`src/hw/rtl/ttok_pkg.sv`:
```
// ttok_pkg: shared types, constants and byte-class helpers for the text tokenizer.
// Used by ttok_core, ttok_rsp_queue and text_category_tokenizer. No dependencies.
`default_nettype none

package ttok_pkg;

   // Offset counter width; offsets saturate at all ones.
   localparam int OFFSET_BITS = 16;
   localparam int OUT_OFFSET_BITS = 16;

   // Token kinds (space is internal only)
   localparam logic [1:0] KIND_LETTER = 2'd0;
   localparam logic [1:0] KIND_DIGIT  = 2'd1;
   localparam logic [1:0] KIND_OTHER  = 2'd2;
   localparam logic [1:0] KIND_SPACE  = 2'd3;

   // Result queue geometry
   localparam int QUEUE_DEPTH = 4;
   localparam int QPTR_BITS   = $clog2(QUEUE_DEPTH);
   localparam int QCNT_BITS   = $clog2(QUEUE_DEPTH + 1);

   typedef struct packed {
      logic [7:0] data_byte;
      logic       last_byte;
   } req_type;

   typedef struct packed {
      logic [7:0]                 token_byte;
      logic                       token_first;
      logic                       token_last;
      logic [1:0]                 token_kind;
      logic [OUT_OFFSET_BITS-1:0] start_offset;
      logic [OUT_OFFSET_BITS-1:0] end_offset;
      logic                       text_done;
   } rsp_type;

   // Results produced by one request, packed from slot0 upward.
   typedef struct packed {
      logic [1:0] push_count;
      rsp_type    slot0;
      rsp_type    slot1;
   } push_type;

   function automatic logic [1:0] class_of(input logic [7:0] b);
      logic [1:0] k;
      if (b > 8'd127) begin
         k = KIND_OTHER;
      end else if (b >= 8'h30 && b <= 8'h39) begin
         k = KIND_DIGIT;
      end else if (b <= 8'd32 || b == 8'd127) begin
         k = KIND_SPACE;
      end else if ((b >= 8'h41 && b <= 8'h5A) || (b >= 8'h61 && b <= 8'h7A)) begin
         k = KIND_LETTER;
      end else begin
         k = KIND_OTHER;
      end
      return k;
   endfunction

   // UTF-8 sequence length minus one, from the lead byte
   function automatic logic [1:0] seq_tail(input logic [7:0] b);
      logic [1:0] n;
      if (b >= 8'hF0) begin
         n = 2'd3;
      end else if (b >= 8'hE0) begin
         n = 2'd2;
      end else if (b >= 8'hC0) begin
         n = 2'd1;
      end else begin
         n = 2'd0;
      end
      return n;
   endfunction

   // Low output bits of an offset, zero-extended when the counter is narrower
   function automatic logic [OUT_OFFSET_BITS-1:0] to_out_offset(
      input logic [OFFSET_BITS-1:0] v);
      logic [OFFSET_BITS+OUT_OFFSET_BITS-1:0] wide;
      wide = {{OUT_OFFSET_BITS{1'b0}}, v};
      return wide[OUT_OFFSET_BITS-1:0];
   endfunction

endpackage

`default_nettype wire

```
`src/hw/rtl/ttok_core.sv`:
```
// ttok_core: tokenizer state registers and the per-byte step logic.
// Depends on ttok_pkg; produces up to two results per request for the queue.
`default_nettype none

module ttok_core (
   input  wire logic             clock,
   input  wire logic             reset,
   input  wire logic             fire,
   input  wire ttok_pkg::req_type item,
   output ttok_pkg::push_type    push
);
   import ttok_pkg::*;

   logic [7:0]             held_byte_ff, held_byte_in;
   logic                   held_valid_ff, held_valid_in;
   logic                   held_first_ff, held_first_in;
   logic [1:0]             run_kind_ff, run_kind_in;
   logic [1:0]             seq_left_ff, seq_left_in;
   logic [OFFSET_BITS-1:0] run_start_ff, run_start_in;
   logic [OFFSET_BITS-1:0] pos_ff, pos_in;

   logic [1:0]             cls;
   logic                   cont;
   logic                   keep;
   logic                   cur_first;
   logic [1:0]             kind_n;
   logic [1:0]             seq_n;
   logic [OFFSET_BITS-1:0] start_n;
   logic [OFFSET_BITS-1:0] pos_next;
   logic [7:0]             byte_out;
   logic                   res1_valid;
   rsp_type                res0;
   rsp_type                res1;

   always_comb begin
      cls      = class_of(item.data_byte);
      pos_next = (pos_ff == {OFFSET_BITS{1'b1}}) ? pos_ff : pos_ff + OFFSET_BITS'(1);
      cont     = (seq_left_ff != 2'd0) ||
                 ((run_kind_ff == KIND_LETTER || run_kind_ff == KIND_DIGIT) &&
                  cls == run_kind_ff);

      // Held byte closes out with its last mark now known
      res0.token_byte   = held_byte_ff;
      res0.token_first  = held_first_ff;
      res0.token_last   = !cont;
      res0.token_kind   = run_kind_ff;
      res0.start_offset = to_out_offset(run_start_ff);
      res0.end_offset   = cont ? '0 : to_out_offset(pos_ff);
      res0.text_done    = item.last_byte && !cont && cls == KIND_SPACE;

      kind_n    = run_kind_ff;
      start_n   = run_start_ff;
      seq_n     = seq_left_ff;
      cur_first = 1'b0;
      keep      = 1'b1;
      if (cont) begin
         seq_n = (seq_left_ff != 2'd0) ? seq_left_ff - 2'd1 : 2'd0;
      end else if (cls == KIND_SPACE) begin
         kind_n = KIND_SPACE;
         keep   = 1'b0;
      end else begin
         kind_n    = cls;
         start_n   = pos_ff;
         cur_first = 1'b1;
         seq_n     = (cls == KIND_OTHER) ? seq_tail(item.data_byte) : 2'd0;
      end

      byte_out = item.data_byte;
      if (keep && kind_n == KIND_LETTER && item.data_byte >= 8'h41 &&
          item.data_byte <= 8'h5A) begin
         byte_out = item.data_byte | 8'h20;
      end

      // End of text flushes the current byte as a closing result
      res1_valid        = item.last_byte && keep;
      res1.token_byte   = byte_out;
      res1.token_first  = cur_first;
      res1.token_last   = 1'b1;
      res1.token_kind   = kind_n;
      res1.start_offset = to_out_offset(start_n);
      res1.end_offset   = to_out_offset(pos_next);
      res1.text_done    = 1'b1;

      push.push_count = 2'd0;
      push.slot0      = res1;
      push.slot1      = res1;
      if (fire) begin
         push.push_count = {1'b0, held_valid_ff} + {1'b0, res1_valid};
         if (held_valid_ff) begin
            push.slot0 = res0;
         end
      end

      held_byte_in  = held_byte_ff;
      held_valid_in = held_valid_ff;
      held_first_in = held_first_ff;
      run_kind_in   = run_kind_ff;
      seq_left_in   = seq_left_ff;
      run_start_in  = run_start_ff;
      pos_in        = pos_ff;
      if (fire) begin
         if (item.last_byte) begin
            held_byte_in  = 8'd0;
            held_valid_in = 1'b0;
            held_first_in = 1'b0;
            run_kind_in   = KIND_SPACE;
            seq_left_in   = 2'd0;
            run_start_in  = '0;
            pos_in        = '0;
         end else begin
            held_byte_in  = keep ? byte_out : 8'd0;
            held_valid_in = keep;
            held_first_in = keep && cur_first;
            run_kind_in   = kind_n;
            seq_left_in   = seq_n;
            run_start_in  = start_n;
            pos_in        = pos_next;
         end
      end
   end

   always_ff @(posedge clock) begin
      if (reset) begin
         held_byte_ff  <= 8'd0;
         held_valid_ff <= 1'b0;
         held_first_ff <= 1'b0;
         run_kind_ff   <= KIND_SPACE;
         seq_left_ff   <= 2'd0;
         run_start_ff  <= '0;
         pos_ff        <= '0;
      end else begin
         held_byte_ff  <= held_byte_in;
         held_valid_ff <= held_valid_in;
         held_first_ff <= held_first_in;
         run_kind_ff   <= run_kind_in;
         seq_left_ff   <= seq_left_in;
         run_start_ff  <= run_start_in;
         pos_ff        <= pos_in;
      end
   end

   a_text_end_clears: assert property (@(posedge clock) disable iff (reset)
      fire && item.last_byte |=> !held_valid_ff && pos_ff == '0 && seq_left_ff == 2'd0)
      else $error("state not cleared after end of text");

   a_first_needs_held: assert property (@(posedge clock) disable iff (reset)
      held_first_ff |-> held_valid_ff)
      else $error("first mark without a held byte");

   a_seq_in_other: assert property (@(posedge clock) disable iff (reset)
      seq_left_ff != 2'd0 |-> run_kind_ff == KIND_OTHER && held_valid_ff)
      else $error("pending UTF-8 tail outside an other token");

   a_pos_advance: assert property (@(posedge clock) disable iff (reset)
      fire && !item.last_byte && pos_ff != {OFFSET_BITS{1'b1}}
      |=> pos_ff == $past(pos_ff) + OFFSET_BITS'(1))
      else $error("byte position did not advance");

endmodule

`default_nettype wire

```
`src/hw/rtl/ttok_rsp_queue.sv`:
```
// ttok_rsp_queue: small result queue taking up to two results per cycle.
// Depends on ttok_pkg; drives the rsp_ channel of the top level.
`default_nettype none

module ttok_rsp_queue (
   input  wire logic             clock,
   input  wire logic             reset,
   input  wire ttok_pkg::push_type push,
   output logic                  room,
   output logic                  rsp_valid,
   input  wire logic             rsp_stall,
   output ttok_pkg::rsp_type     rsp_data
);
   import ttok_pkg::*;

   rsp_type               mem [QUEUE_DEPTH];
   logic [QPTR_BITS-1:0]  head_ff, head_in;
   logic [QPTR_BITS-1:0]  tail_ff, tail_in;
   logic [QCNT_BITS-1:0]  count_ff, count_in;
   logic                  pop;

   assign rsp_valid = (count_ff != '0);
   assign rsp_data  = mem[head_ff];
   assign pop       = rsp_valid && !rsp_stall;
   // Two free slots guaranteed before a request is taken
   assign room      = (count_ff <= QCNT_BITS'(QUEUE_DEPTH - 2));

   always_comb begin
      head_in  = pop ? head_ff + QPTR_BITS'(1) : head_ff;
      tail_in  = tail_ff + QPTR_BITS'(push.push_count);
      count_in = count_ff + QCNT_BITS'(push.push_count) - QCNT_BITS'(pop);
   end

   always_ff @(posedge clock) begin
      if (push.push_count != 2'd0) begin
         mem[tail_ff] <= push.slot0;
      end
      if (push.push_count == 2'd2) begin
         mem[tail_ff + QPTR_BITS'(1)] <= push.slot1;
      end
   end

   always_ff @(posedge clock) begin
      if (reset) begin
         head_ff  <= '0;
         tail_ff  <= '0;
         count_ff <= '0;
      end else begin
         head_ff  <= head_in;
         tail_ff  <= tail_in;
         count_ff <= count_in;
      end
   end

   a_no_overflow: assert property (@(posedge clock) disable iff (reset)
      count_ff <= QCNT_BITS'(QUEUE_DEPTH))
      else $error("result queue overflow");

endmodule

`default_nettype wire

```
`src/hw/rtl/text_category_tokenizer.sv`:
```
// text_category_tokenizer: top level, input register, step core and result queue.
// Depends on ttok_pkg, ttok_core and ttok_rsp_queue.
`default_nettype none

// Streaming byte tokenizer. Each request carries one text byte and a flag on
// the final byte. Bytes are classed as space/control, ASCII letter, digit or
// other; letter runs and digit runs each form a token, and every other-class
// lead byte opens a token of its UTF-8 length (1 to 4 bytes) that the end of
// text cuts short. Spaces are dropped and letters come out lowercased. Each
// token byte leaves one request late with first/last marks, its kind and the
// token's start and end offsets (end only on the last byte). The final byte of
// a text flushes everything and the next byte starts over at offset 0.
// Rate: one request per cycle unless req_stall is raised. A request yields
// zero, one or two responses; two only on the final byte of a text while a
// token is open. The response port drains one response per cycle while
// rsp_stall is low, so a two-response request backs up there; a four-entry
// response queue absorbs it and the input register stalls only when fewer
// than two queue slots are free. A response enters the queue register when
// the request that causes it is consumed from the input register.
module text_category_tokenizer (
   input  wire logic          clock,
   input  wire logic          reset,
   input  wire logic          req_valid,
   output logic               req_stall,
   input  wire ttok_pkg::req_type req_data,
   output logic               rsp_valid,
   input  wire logic          rsp_stall,
   output ttok_pkg::rsp_type  rsp_data
);
   import ttok_pkg::*;

   logic     in_valid_ff, in_valid_in;
   req_type  in_ff;
   logic     room;
   logic     fire;
   push_type push;

   // Request register: holds one byte until the core consumes it
   assign fire        = in_valid_ff && room;
   assign req_stall   = in_valid_ff && !room;
   assign in_valid_in = (req_valid && !req_stall) ? 1'b1 : (fire ? 1'b0 : in_valid_ff);

   always_ff @(posedge clock) begin
      if (reset) begin
         in_valid_ff <= 1'b0;
      end else begin
         in_valid_ff <= in_valid_in;
      end
   end

   always_ff @(posedge clock) begin
      if (req_valid && !req_stall) begin
         in_ff <= req_data;
      end
   end

   ttok_core u_core (
      .clock (clock),
      .reset (reset),
      .fire  (fire),
      .item  (in_ff),
      .push  (push)
   );

   ttok_rsp_queue u_queue (
      .clock     (clock),
      .reset     (reset),
      .push      (push),
      .room      (room),
      .rsp_valid (rsp_valid),
      .rsp_stall (rsp_stall),
      .rsp_data  (rsp_data)
   );

   a_push_on_fire: assert property (@(posedge clock) disable iff (reset)
      push.push_count != 2'd0 |-> fire)
      else $error("responses pushed without a consumed request");

   a_two_only_at_end: assert property (@(posedge clock) disable iff (reset)
      push.push_count == 2'd2 |-> in_ff.last_byte && push.slot1.text_done)
      else $error("two responses from a byte that does not end the text");

   a_hold_while_stalled: assert property (@(posedge clock) disable iff (reset)
      in_valid_ff && !fire |=> in_valid_ff && $stable(in_ff))
      else $error("request register lost an unconsumed byte");

endmodule

`default_nettype wire
```
`config.mk`:
```
export PLATFORM = sky130hd
export DESIGN_NAME = text_category_tokenizer
export DESIGN_NICKNAME = d
export VERILOG_FILES = /design/src/hw/rtl/ttok_pkg.sv /design/src/hw/rtl/ttok_core.sv /design/src/hw/rtl/ttok_rsp_queue.sv /design/src/hw/rtl/text_category_tokenizer.sv
export SDC_FILE = /design/constraint.sdc
export NUM_CORES = 1
export LEC_CHECK = 0
export BUFFER_PORTS_ARGS = -buffer_cell sky130_fd_sc_hd__buf_4
export CAP_MARGIN = 30
export CORE_ASPECT_RATIO = 1.2
export CORE_MARGIN = 2
export CORE_UTILIZATION = 40
export DETAILED_ROUTE_END_ITERATION = 8
export PLACE_DENSITY_LB_ADDON = 0.12
export SLEW_MARGIN = 20
export SYNTH_ARGS = -nofsm -noshare
export SYNTH_HDL_FRONTEND = slang
export SYNTH_SLANG_ARGS = --single-unit
```
`constraint.sdc`:
```
create_clock -name clock -period 6.95 [get_ports clock]
set_input_delay 0 -clock clock [delete_from_list [all_inputs] [get_ports clock]]
set_output_delay 0 -clock clock [all_outputs]
set_load 0.01 [all_outputs]
```
### Word level (Yosys, flattened, before mapping)

Memories as Yosys holds them, arrays and structs flattened. A register that Yosys moved wholly into a read port is not among the register bits.
Index checks and enable logic that the tools add are counted.

| operators by class | value |
|---|---|
| add/subtract/negate cells | 8 |
| magnitude comparators | 12 |
| eq/ne operators | 8 |
| multiplexer cells | 39 |
| reduce and logical (&&, ||, !) cells | 30 |

Operators with widths:

| cell | number |
|---|---|
| 16-bit 2-to-1 mux | 6 |
| 47-bit 2-to-1 mux | 1 |
| 45-bit 2-to-1 mux | 1 |
| 2-bit 2-to-1 mux | 16 |
| 8-bit greater-or-equal comparator, second input constant | 3 |
| 16-bit by 1-bit adder with 16-bit output, second input constant | 1 |
| 16-bit == test, second input constant | 1 |
| 8-bit by 7-bit greater-or-equal comparator with 1-bit output, second input constant | 2 |
| 8-bit by 6-bit less-or-equal comparator with 1-bit output, second input constant | 2 |
| 8-bit by 7-bit less-or-equal comparator with 1-bit output, second input constant | 2 |
| 8-bit 2-to-1 mux | 2 |
| 1-bit logical AND | 15 |
| 1-bit 2-to-1 mux | 12 |
| 8-bit by 7-bit == test with 1-bit output, second input constant | 1 |
| 8-bit by 6-bit greater-or-equal comparator with 1-bit output, second input constant | 1 |
| 8-bit by 7-bit > comparator with 1-bit output, second input constant | 1 |
| 2-bit == test, second input constant | 3 |
| 6-bit 2-to-1 mux | 1 |
| 2-bit nonzero test | 3 |
| 2-bit by 1-bit adder with 2-bit output, second input constant | 2 |
| 1-bit logical NOT | 4 |
| 2-bit logical NOT | 2 |
| 1-bit logical OR | 4 |
| 3-bit by 2-bit adder with 3-bit output | 1 |
| other kinds (10) | 10 |

| storage, ports and cells | value |
|---|---|
| register bits | 63 |
| bits in writable memories | 180 |
| output and inout bits | 47 |
| memories kept | 1 |

Memories:

| memory | words | width | rd ports | clocked after Yosys merged registers in | write ports | RTL line | text |
|---|---|---|---|---|---|---|---|
| u_queue.mem | 4 | 45 | 1 | 1 | 2 | ttok_rsp_queue.sv:16 | `rsp_type mem [QUEUE_DEPTH];` |

### Longest topological paths before layout

Gate-level depths: netlist (run 1).

| depth | value |
|---|---|
| depth in word-level cells | 21 |
| mapped depth | 14 |
| gate-level depth less buffers | 12 |

### Hierarchy

From an unflattened synthesis (run 1), not the netlist that was laid out.

| second synthesis, totals | value |
|---|---|
| cell total of the unflattened synthesis | 953 |
| area total of the unflattened synthesis | 13028.7 um2 |

By module, submodules not included:

| module | instances | cells an instance | area an instance (um2) | sequential area each (um2) |
|---|---|---|---|---|
| ttok_rsp_queue | 1 | 490 | 9297.7 | 5585.4 |
| ttok_core | 1 | 449 | 3404.5 | 920.9 |
| text_category_tokenizer | 1 | 14 | 326.6 | 290.3 |

### Worst setup path before layout (run 1)

Ideal clock, no wire load.

| timing path | value |
|---|---|
| kind | register to register |
| from | reg in_ff[3] (netlist name) |
| to | mem u_queue.mem[1][30] (netlist name) (data pin) |
| arrival time | 6.198 ns |
| data required time | 6.818 ns |
| setup slack | 0.621 ns |
| stages on the path, launching flop included | 12 |
| buffers on the path | 2 |
| period minus slack after synthesis | 6.329 ns |
| cells stage by stage | edfxtp_1 buf_6 or4_4 or4_1 a21boi_1 nor2b_1 ha_1 mux2i_1 nor3_1 a21o_1 buf_4 a22o_1 |

RTL lines:

| what | RTL line | text |
|---|---|---|
| start: declaration | text_category_tokenizer.sv:33 | `req_type in_ff;` |
| start signal: assignment | text_category_tokenizer.sv:53 | `in_ff <= req_data;` |
| end: declaration | ttok_rsp_queue.sv:16 |  |

==> flow_summary.json, run 1 <==
{
  "ys_seq_elements": 245,
  "crit_fanout": 17,
  "grt_max_degree": 47,
  "postSynthCellCount": 985,
  "dp.cells": 1358,
  "yosysTopAreaCellShare_pct": 45.7,
  "top_usage_layer": "met2",
  "clock_skew_ns": 0.0354,
  "outcome": "completed",
  "tns_ns": 0,
  "dp_hpwl_um": 20900,
  "synth_cell_types": 58,
  "final_hold_viol_count": 0,
  "setup_viol": 0,
  "grt_usage_pct": 22.1,
  "max-slew-margin-rel_pct": 28.3,
  "antenna_found_initial": 0,
  "root_buffer": "clkbuf_16",
  "worstMarginPinSlew_ns": 1.07,
  "cp_data_arrival_time_ns": 5.11,
  "numCtsBuffers": 26,
  "grt_use_met1_pct": 27.6,
  "yosysTopAreaCell": "edfxtp_1",
  "vdd_ir_drop_max_v": 0.000189,
  "drive_gt1_share_pct": 18.0,
  "grt_pass1_wl_um": 52200,
  "cts_max_level": 1,
  "cts_setup_buffers": 0,
  "yosys_warnings": 0,
  "io_buffers": 59,
  "p_per_area_nw_per_um2": 283,
  "netlist_area_um2": 11900,
  "detail_route.wl_per_cell_um": 24.2,
  "slew_violations": 0,
  "io_pins": 60,
  "gr-total-overflow": 0,
  "area.growth.synth_to_final_pct": 14.3,
  "synth_edf_count": 181,
  "start_util_pct": 40.4,
  "rsz0062_at_grt": "false",
  "worstSetupStartpointType": "flop",
  "synth_area_leaders": "edfxtp_1, dfxtp_1, mux4_2",
  "cts_tree": "done",
  "leakagePower_nw": 4.57,
  "die-area_um2": 31100,
  "path_class": "reg2reg",
  "clock-sinks": 245,
  "fin_nets": 1029,
  "rows": 69,
  "die_w_um": 161,
  "synth_nets": 1005,
  "fmaxAchievable_mhz": 211,
  "dr_total_vias": 8590,
  "ys.flop_type": "edfxtp_1",
  "finish.utilization_pct": 46.2,
  "routed_wl_um": 34400,
  "clk_latency_ns": 0.55,
  "instances_no_fill": 1419,
  "total_power_mw": 3.84,
  "maxCapViolCount": 0,
  "avgSynthCellArea_um2": 12.1,
  "period_needed_ns": 4.73,
  "use_met2_pct": 39.4,
  "vias_per_cell": 6.05,
  "yosysSeqAreaShare_pct": 56.5,
  "post-route-period-util_pct": 68.1,
  "diodes": 0,
  "core_um2": 29400,
  "path_clk_slew_ns": 0.06,
  "place_congestion": 0.834,
  "clk_path_buf_depth": 3,
  "grt_pass1_vias": 8771,
  "drt_iter0_drc": 798,
  "dieHeight_um": 193,
  "met3_usage_pct": 2.77,
  "ant_nets": 0,
  "drt_first_pass_iters": 5,
  "crit_path_end_kind": "flop",
  "drc": 0,
  "cp.required_ns": 7.33,
  "worst_hold_path_type": "in2reg",
  "synthArstFlopShare_pct": 0
}
-- timing repair --
item / 4_1_cts / 5_1_grt
hold buffers: 12 / 0
endpoints found under the hold margin: 17 / 0
gates resized for setup: 0 / 0
endpoints found under the setup margin: 0 / 0
-- worst max-delay path: stages, from the launching register on --
cell and delay [ns]:
edfxtp_1 0.49, or4_4 0.58, or4_1 0.43, a21boi_1 0.40, nor2b_1 0.10, ha_1 0.38
mux2i_1 0.23, a21o_1 0.23, or3_1 0.56, nor2_2 0.88, a22o_1 0.28
-- metrics by stage --
stage	hold slack, ns	setup WS (ns)	cell area (um2)
final	0.165	2.22	13600
after global routing	0.166	1.93	13600
after CTS	0.148	2.23	13600
after detailed placement	0.179	2.28	12600
after global placement	0.178	2.37	12600
after floorplan	0.0989	0.621	11900
-- per-layer routing --
| metal | vias to the layer above | wire (um) |
|---|---|---|
| met4 | 0 | 1040 |
| met5 | - | 0 |
| met1 | 4284 | 14000 |
| met3 | 69 | 1970 |
| li1 | 3905 | - |
| met2 | 332 | 17400 |
-- cell usage after synthesis (5+ instances only) --
cell type  number
clkbuf_1       76
nand4_1         6
nor3b_1        16
buf_1           6
nand2_1        82
a21o_1         10
o21ai_0        77
dfxtp_1        64
xnor2_1         5
or3_1           6
inv_1           7
nor2b_1        10
a31oi_1        23
nand3_1        18
buf_2           5
o31ai_1         6
a32o_1          6
a21oi_1        40
a22o_1        100
a221o_1        16
buf_4           5
ha_1            6
and3_1         18
edfxtp_1      181
nor2_1         62
a22oi_1         9
nor3_1         20
mux4_2         45
-- where the power goes --
group | total, mW | leakage (nW) | internal (mW) | switching, mW
clock network | 1.37 | 0.409 | 0.793 | 0.578
logic | 0.746 | 1.96 | 0.379 | 0.367
registers | 1.73 | 2.20 | 1.63 | 0.0943
-- cells by family (layout without fill, tap and decap cells) --
family	after synthesis	after routing	share of synthesized area, %
AOI/OAI and AO/OA	307	307	18.4
xor gates and xnor gates	9	9	0.663
adders and majority gates	7	7	0.800
buffers and inverters	103	147	3.71
DFF	245	245	56.5
muxes	49	49	8.86
and+or+nand+nor	265	265	11.1
-- layout by cell type, fill, tap and decap left out, types with 7 or more instances in the layout --
cell           Yosys  final
a21o_1            10     10
a21oi_1           40     40
a221o_1           16     16
a22o_1           100    100
a22oi_1            9      9
a31oi_1           23     23
and3_1            18     18
buf_4              5     78
clkbuf_16          0     26
dfxtp_1           64     62
dlygate4sd3_1      0     12
edfxtp_1         181    181
inv_1              7      7
mux4_2            45     45
nand2_1           82     82
nand3_1           18     18
nor2_1            62     58
nor2b_1           10     10
nor3_1            20     16
nor3b_1           16     16
o21ai_0           77     77
-- flip-flops by register name, indices dropped and copies added, names as in the netlist, named ones only --
signal / flops
u_queue.tail_ff: 2
in_valid_ff: 1
u_core.held_valid_ff: 1
u_queue.count_ff: 3
u_queue.mem: 180
u_core.run_start_ff: 16
u_core.held_byte_ff: 8
u_core.run_kind_ff: 2
in_ff: 9
u_core.held_first_ff: 1
u_queue.head_ff: 2
u_core.pos_ff: 16
u_core.seq_left_ff: 2
-- layout make-up --
type,instances,area (um2)
multi-input combinational,637,4780
fill,2669,15900
timing repair buffer,92,738
inverter,7,26.3
clock buffer,35,714
sequential,245,6720
tap,390,488
clock inverter,13,119
-- worst paths after layout --
check,cells past startpoint,startpoint,end,slack [ns]
worst min-delay path,2,req_data[2],in_ff[2]$_DFFE_PP_,0.17
worst max-delay path,10,in_ff[3]$_DFFE_PP_,u_queue.mem[1][18]$_DFFE_PP_,2.22
worst max register to register,10,in_ff[3]$_DFFE_PP_,u_queue.mem[1][18]$_DFFE_PP_,2.22
worst min register to register,1,u_queue.mem[2][0]$_SDFFE_PP1P_,u_queue.mem[2][0]$_SDFFE_PP1P_,0.48
Power figures use the tool's default switching activity.
==> run 2: changes to the inputs <==
--- a/config.mk
+++ b/config.mk
@@ -5,6 +5,7 @@
 export SDC_FILE = /design/constraint.sdc
 export NUM_CORES = 1
 export LEC_CHECK = 0
+export ABC_AREA = 1
 export BUFFER_PORTS_ARGS = -buffer_cell sky130_fd_sc_hd__buf_4
 export CAP_MARGIN = 30
 export CORE_ASPECT_RATIO = 1.2
==> constraint.sdc (replaced) <==
create_clock -name clock -period 4.15 [get_ports clock]
set_input_delay 0 -clock clock [delete_from_list [all_inputs] [get_ports clock]]
set_output_delay 0 -clock clock [all_outputs]
set_load 0.01 [all_outputs]
==> run 2 against run 1 <==
Against the previous run:
- synthesized cell count grew 41%
- power grew 75%
- via count grew 23%
- die area grew 2.4%
- first-iteration DRC count shrank 19%
==> flow_summary.json, run 2 <==
{
  "maxCapViolCount": 0,
  "gr-total-overflow": 0,
  "synth_cell_types": 37,
  "synth.most_common_cell": "nand2_1",
  "p_int_mw": 4.64,
  "cp.required_ns": 4.54,
  "dieHeight_um": 195,
  "cts_max_level": 1,
  "drt_iter0_drc": 647,
  "die_w_um": 163,
  "slew_violations": 0,
  "pwr-share-comb_pct": 23.4,
  "synth_area_leaders": "edfxtp_1, dfxtp_1, nand2_1",
  "dp_hpwl_um": 22400,
  "tns_ns": 0,
  "fmaxAchievable_mhz": 300,
  "clock_skew_ns": 0.0144,
  "cts_hold_buf": 13,
  "clk_path_buf_depth": 3,
  "antenna_found_initial": 0,
  "leakagePower_nw": 5.08,
  "path_clk_slew_ns": 0.07,
  "numCtsBuffers": 27,
  "yosys_warnings": 0,
  "max-slew-margin-rel_pct": 36.0,
  "dr_total_vias": 10500,
  "rsz0062_at_grt": "false",
  "place_congestion": 0.821,
  "seqPwrFrac_pct": 41.6,
  "cts_setup_buffers": 0,
  "ys_seq_elements": 245,
  "grt_usage_pct": 23.9,
  "hold_ws_ns": 0.185,
  "total_power_mw": 6.71,
  "grt_pass1_vias": 10400,
  "p_per_area_nw_per_um2": 481,
  "clk_latency_ns": 0.54,
  "cp_data_arrival_time_ns": 3.72,
  "core_um2": 30200,
  "ant_nets": 0,
  "layout_common_cells": "nand2_1, edfxtp_1, o21ai_0",
  "ctsResizeCount": 0,
  "crit_path_end_kind": "flop",
  "rows": 70,
  "sw_frac_of_total_pct": 30.9,
  "use_met2_pct": 39.8,
  "avgSynthCellArea_um2": 8.79,
  "grt_use_met1_pct": 31.3,
  "final_hold_viol_count": 0,
  "met3_usage_pct": 2.72,
  "drc": 0,
  "yosysTopAreaCell": "edfxtp_1",
  "outcome": "completed",
  "dp_slack_ns": 0.854,
  "grt_max_degree": 91,
  "synth_common_cells": "nand2_1, edfxtp_1, o21ai_0, o22ai_1, nor2_1",
  "synthArstFlopShare_pct": 0,
  "path_class": "reg2reg",
  "worstSetupStartpointType": "flop",
  "setup_viol": 0,
  "postSynthCellCount": 1385,
  "cts_tree": "done",
  "area.growth.synth_to_final_pct": 14.6,
  "root_buffer": "clkbuf_16",
  "io_pins": 60,
  "vdd_ir_drop_max_v": 0.000296,
  "yosysSeqAreaShare_pct": 55.1,
  "seqCellArea_um2": 6720,
  "top_regs": "u_queue.mem x180, u_core.pos_ff x16, u_core.run_start_ff x16",
  "clock-sinks": 245,
  "routed_wl_um": 37800,
  "detail_route.wl_per_cell_um": 20.5,
  "vias_per_cell": 5.72,
  "setup_slack_ns": 0.819,
  "drive_gt1_share_pct": 10.5,
  "diodes": 0,
  "fill_cells": 2940,
  "yosysTopAreaCellShare_pct": 44.6,
  "grt_pass1_wl_um": 58800,
  "ys.flop_type": "edfxtp_1",
  "largest_register_ffs": 180,
  "switching_power_mw": 2.08,
  "worstMarginPinSlew_ns": 0.958,
  "period_needed_ns": 3.33,
  "synth_nets": 1405,
  "drt_first_pass_iters": 6,
  "top_usage_layer": "met2",
  "crit_fanout": 20,
  "netlist_area_um2": 12200,
  "fin_nets": 1446,
  "multiInputGateArea_um2": 4680,
  "die-area_um2": 31900,
  "worst_hold_path_type": "in2reg",
  "top_register": "u_queue.mem",
  "io_buffers": 59,
  "synth_edf_count": 181,
  "start_util_pct": 40.3,
  "final_common_cell": "nand2_1",
  "post-route-period-util_pct": 80.3,
  "finish.utilization_pct": 46.2,
  "pwr-share-clk_pct": 35.0
}
==> run 2: area by class of cell <==
cell class / count / share of cell area [%]
inverter: 113 / 3.07
multi-input combinational: 941 / 33.5
clock inverter: 15 / 0.888
clock buffer: 34 / 5.24
sequential: 245 / 48.1
tap: 396 / 3.55
timing repair buffer: 98 / 5.59
==> run 2: final timing paths <==
kind / start / endpoint / slack [ns] / depth (start not counted)
worst min-delay path: req_data[7] / in_ff[7]$_DFFE_PP_ / 0.19 / 2
worst max-delay path: in_ff[8]$_DFFE_PP_ / u_queue.mem[0][5]$_DFFE_PP_ / 0.82 / 19
worst min register to register: u_core.held_byte_ff[6]$_SDFFE_PP0P_ / u_core.held_byte_ff[6]$_SDFFE_PP0P_ / 0.46 / 2
worst max register to register: in_ff[8]$_DFFE_PP_ / u_queue.mem[0][5]$_DFFE_PP_ / 0.82 / 19
==> run 2: power groups by stage <==
stage | Sequential, mW | Clock, mW | Combinational, mW
finish | 2.79 | 2.35 | 1.57
detailed placement | 2.84 | 0 | 1.58
floorplan | 2.83 | 0 | 0.912
global route | 2.80 | 2.47 | 1.73
global placement | 2.84 | 0 | 1.57
CTS | 2.79 | 2.38 | 1.59
==> run 2: logic make-up (layout without fill, tap and decap cells) <==
kind of cell / Yosys count / count (layout) / share of synthesized area, %
AOI/OAI and AO/OA: 396 / 396 / 18.2
buffers and inverters: 199 / 260 / 6.54
and+or+nand+nor: 525 / 525 / 18.3
adders and majority gates: 7 / 7 / 0.781
DFF: 245 / 245 / 55.1
xor gates and xnor gates: 13 / 13 / 0.935
==> run 2: stage by stage <==
| step | cell area (um2) | std cells |
|---|---|---|
| floorplan | 12200 | 1385 |
| global placement | 13000 | 1780 |
| detailed placement | 13000 | 1780 |
| CTS | 14000 | 1842 |
| global route | 14000 | 1842 |
| finish | 14000 | 1842 |
==> run 2: per-layer routing <==
metal / wire length, um / vias to the layer above
li1: - / 5004
met5: 0 / -
met2: 18200 / 380
met1: 16100 / 5064
met4: 1380 / 0
met3: 2170 / 88
==> run 2: critical path: stages (launching register included) <==
cell	delay, ns
edfxtp_1	0.42
inv_2	0.14
nand2_2	0.08
nor2_1	0.09
nand3_1	0.11
nand2_1	0.23
nand2_1	0.12
inv_1	0.11
nor2_1	0.05
ha_1	0.28
inv_1	0.04
nor2_1	0.19
nor2_1	0.10
inv_1	0.09
nand2_1	0.07
inv_1	0.70
nand2_1	0.17
inv_1	0.09
nand2_1	0.05
o21ai_0	0.07
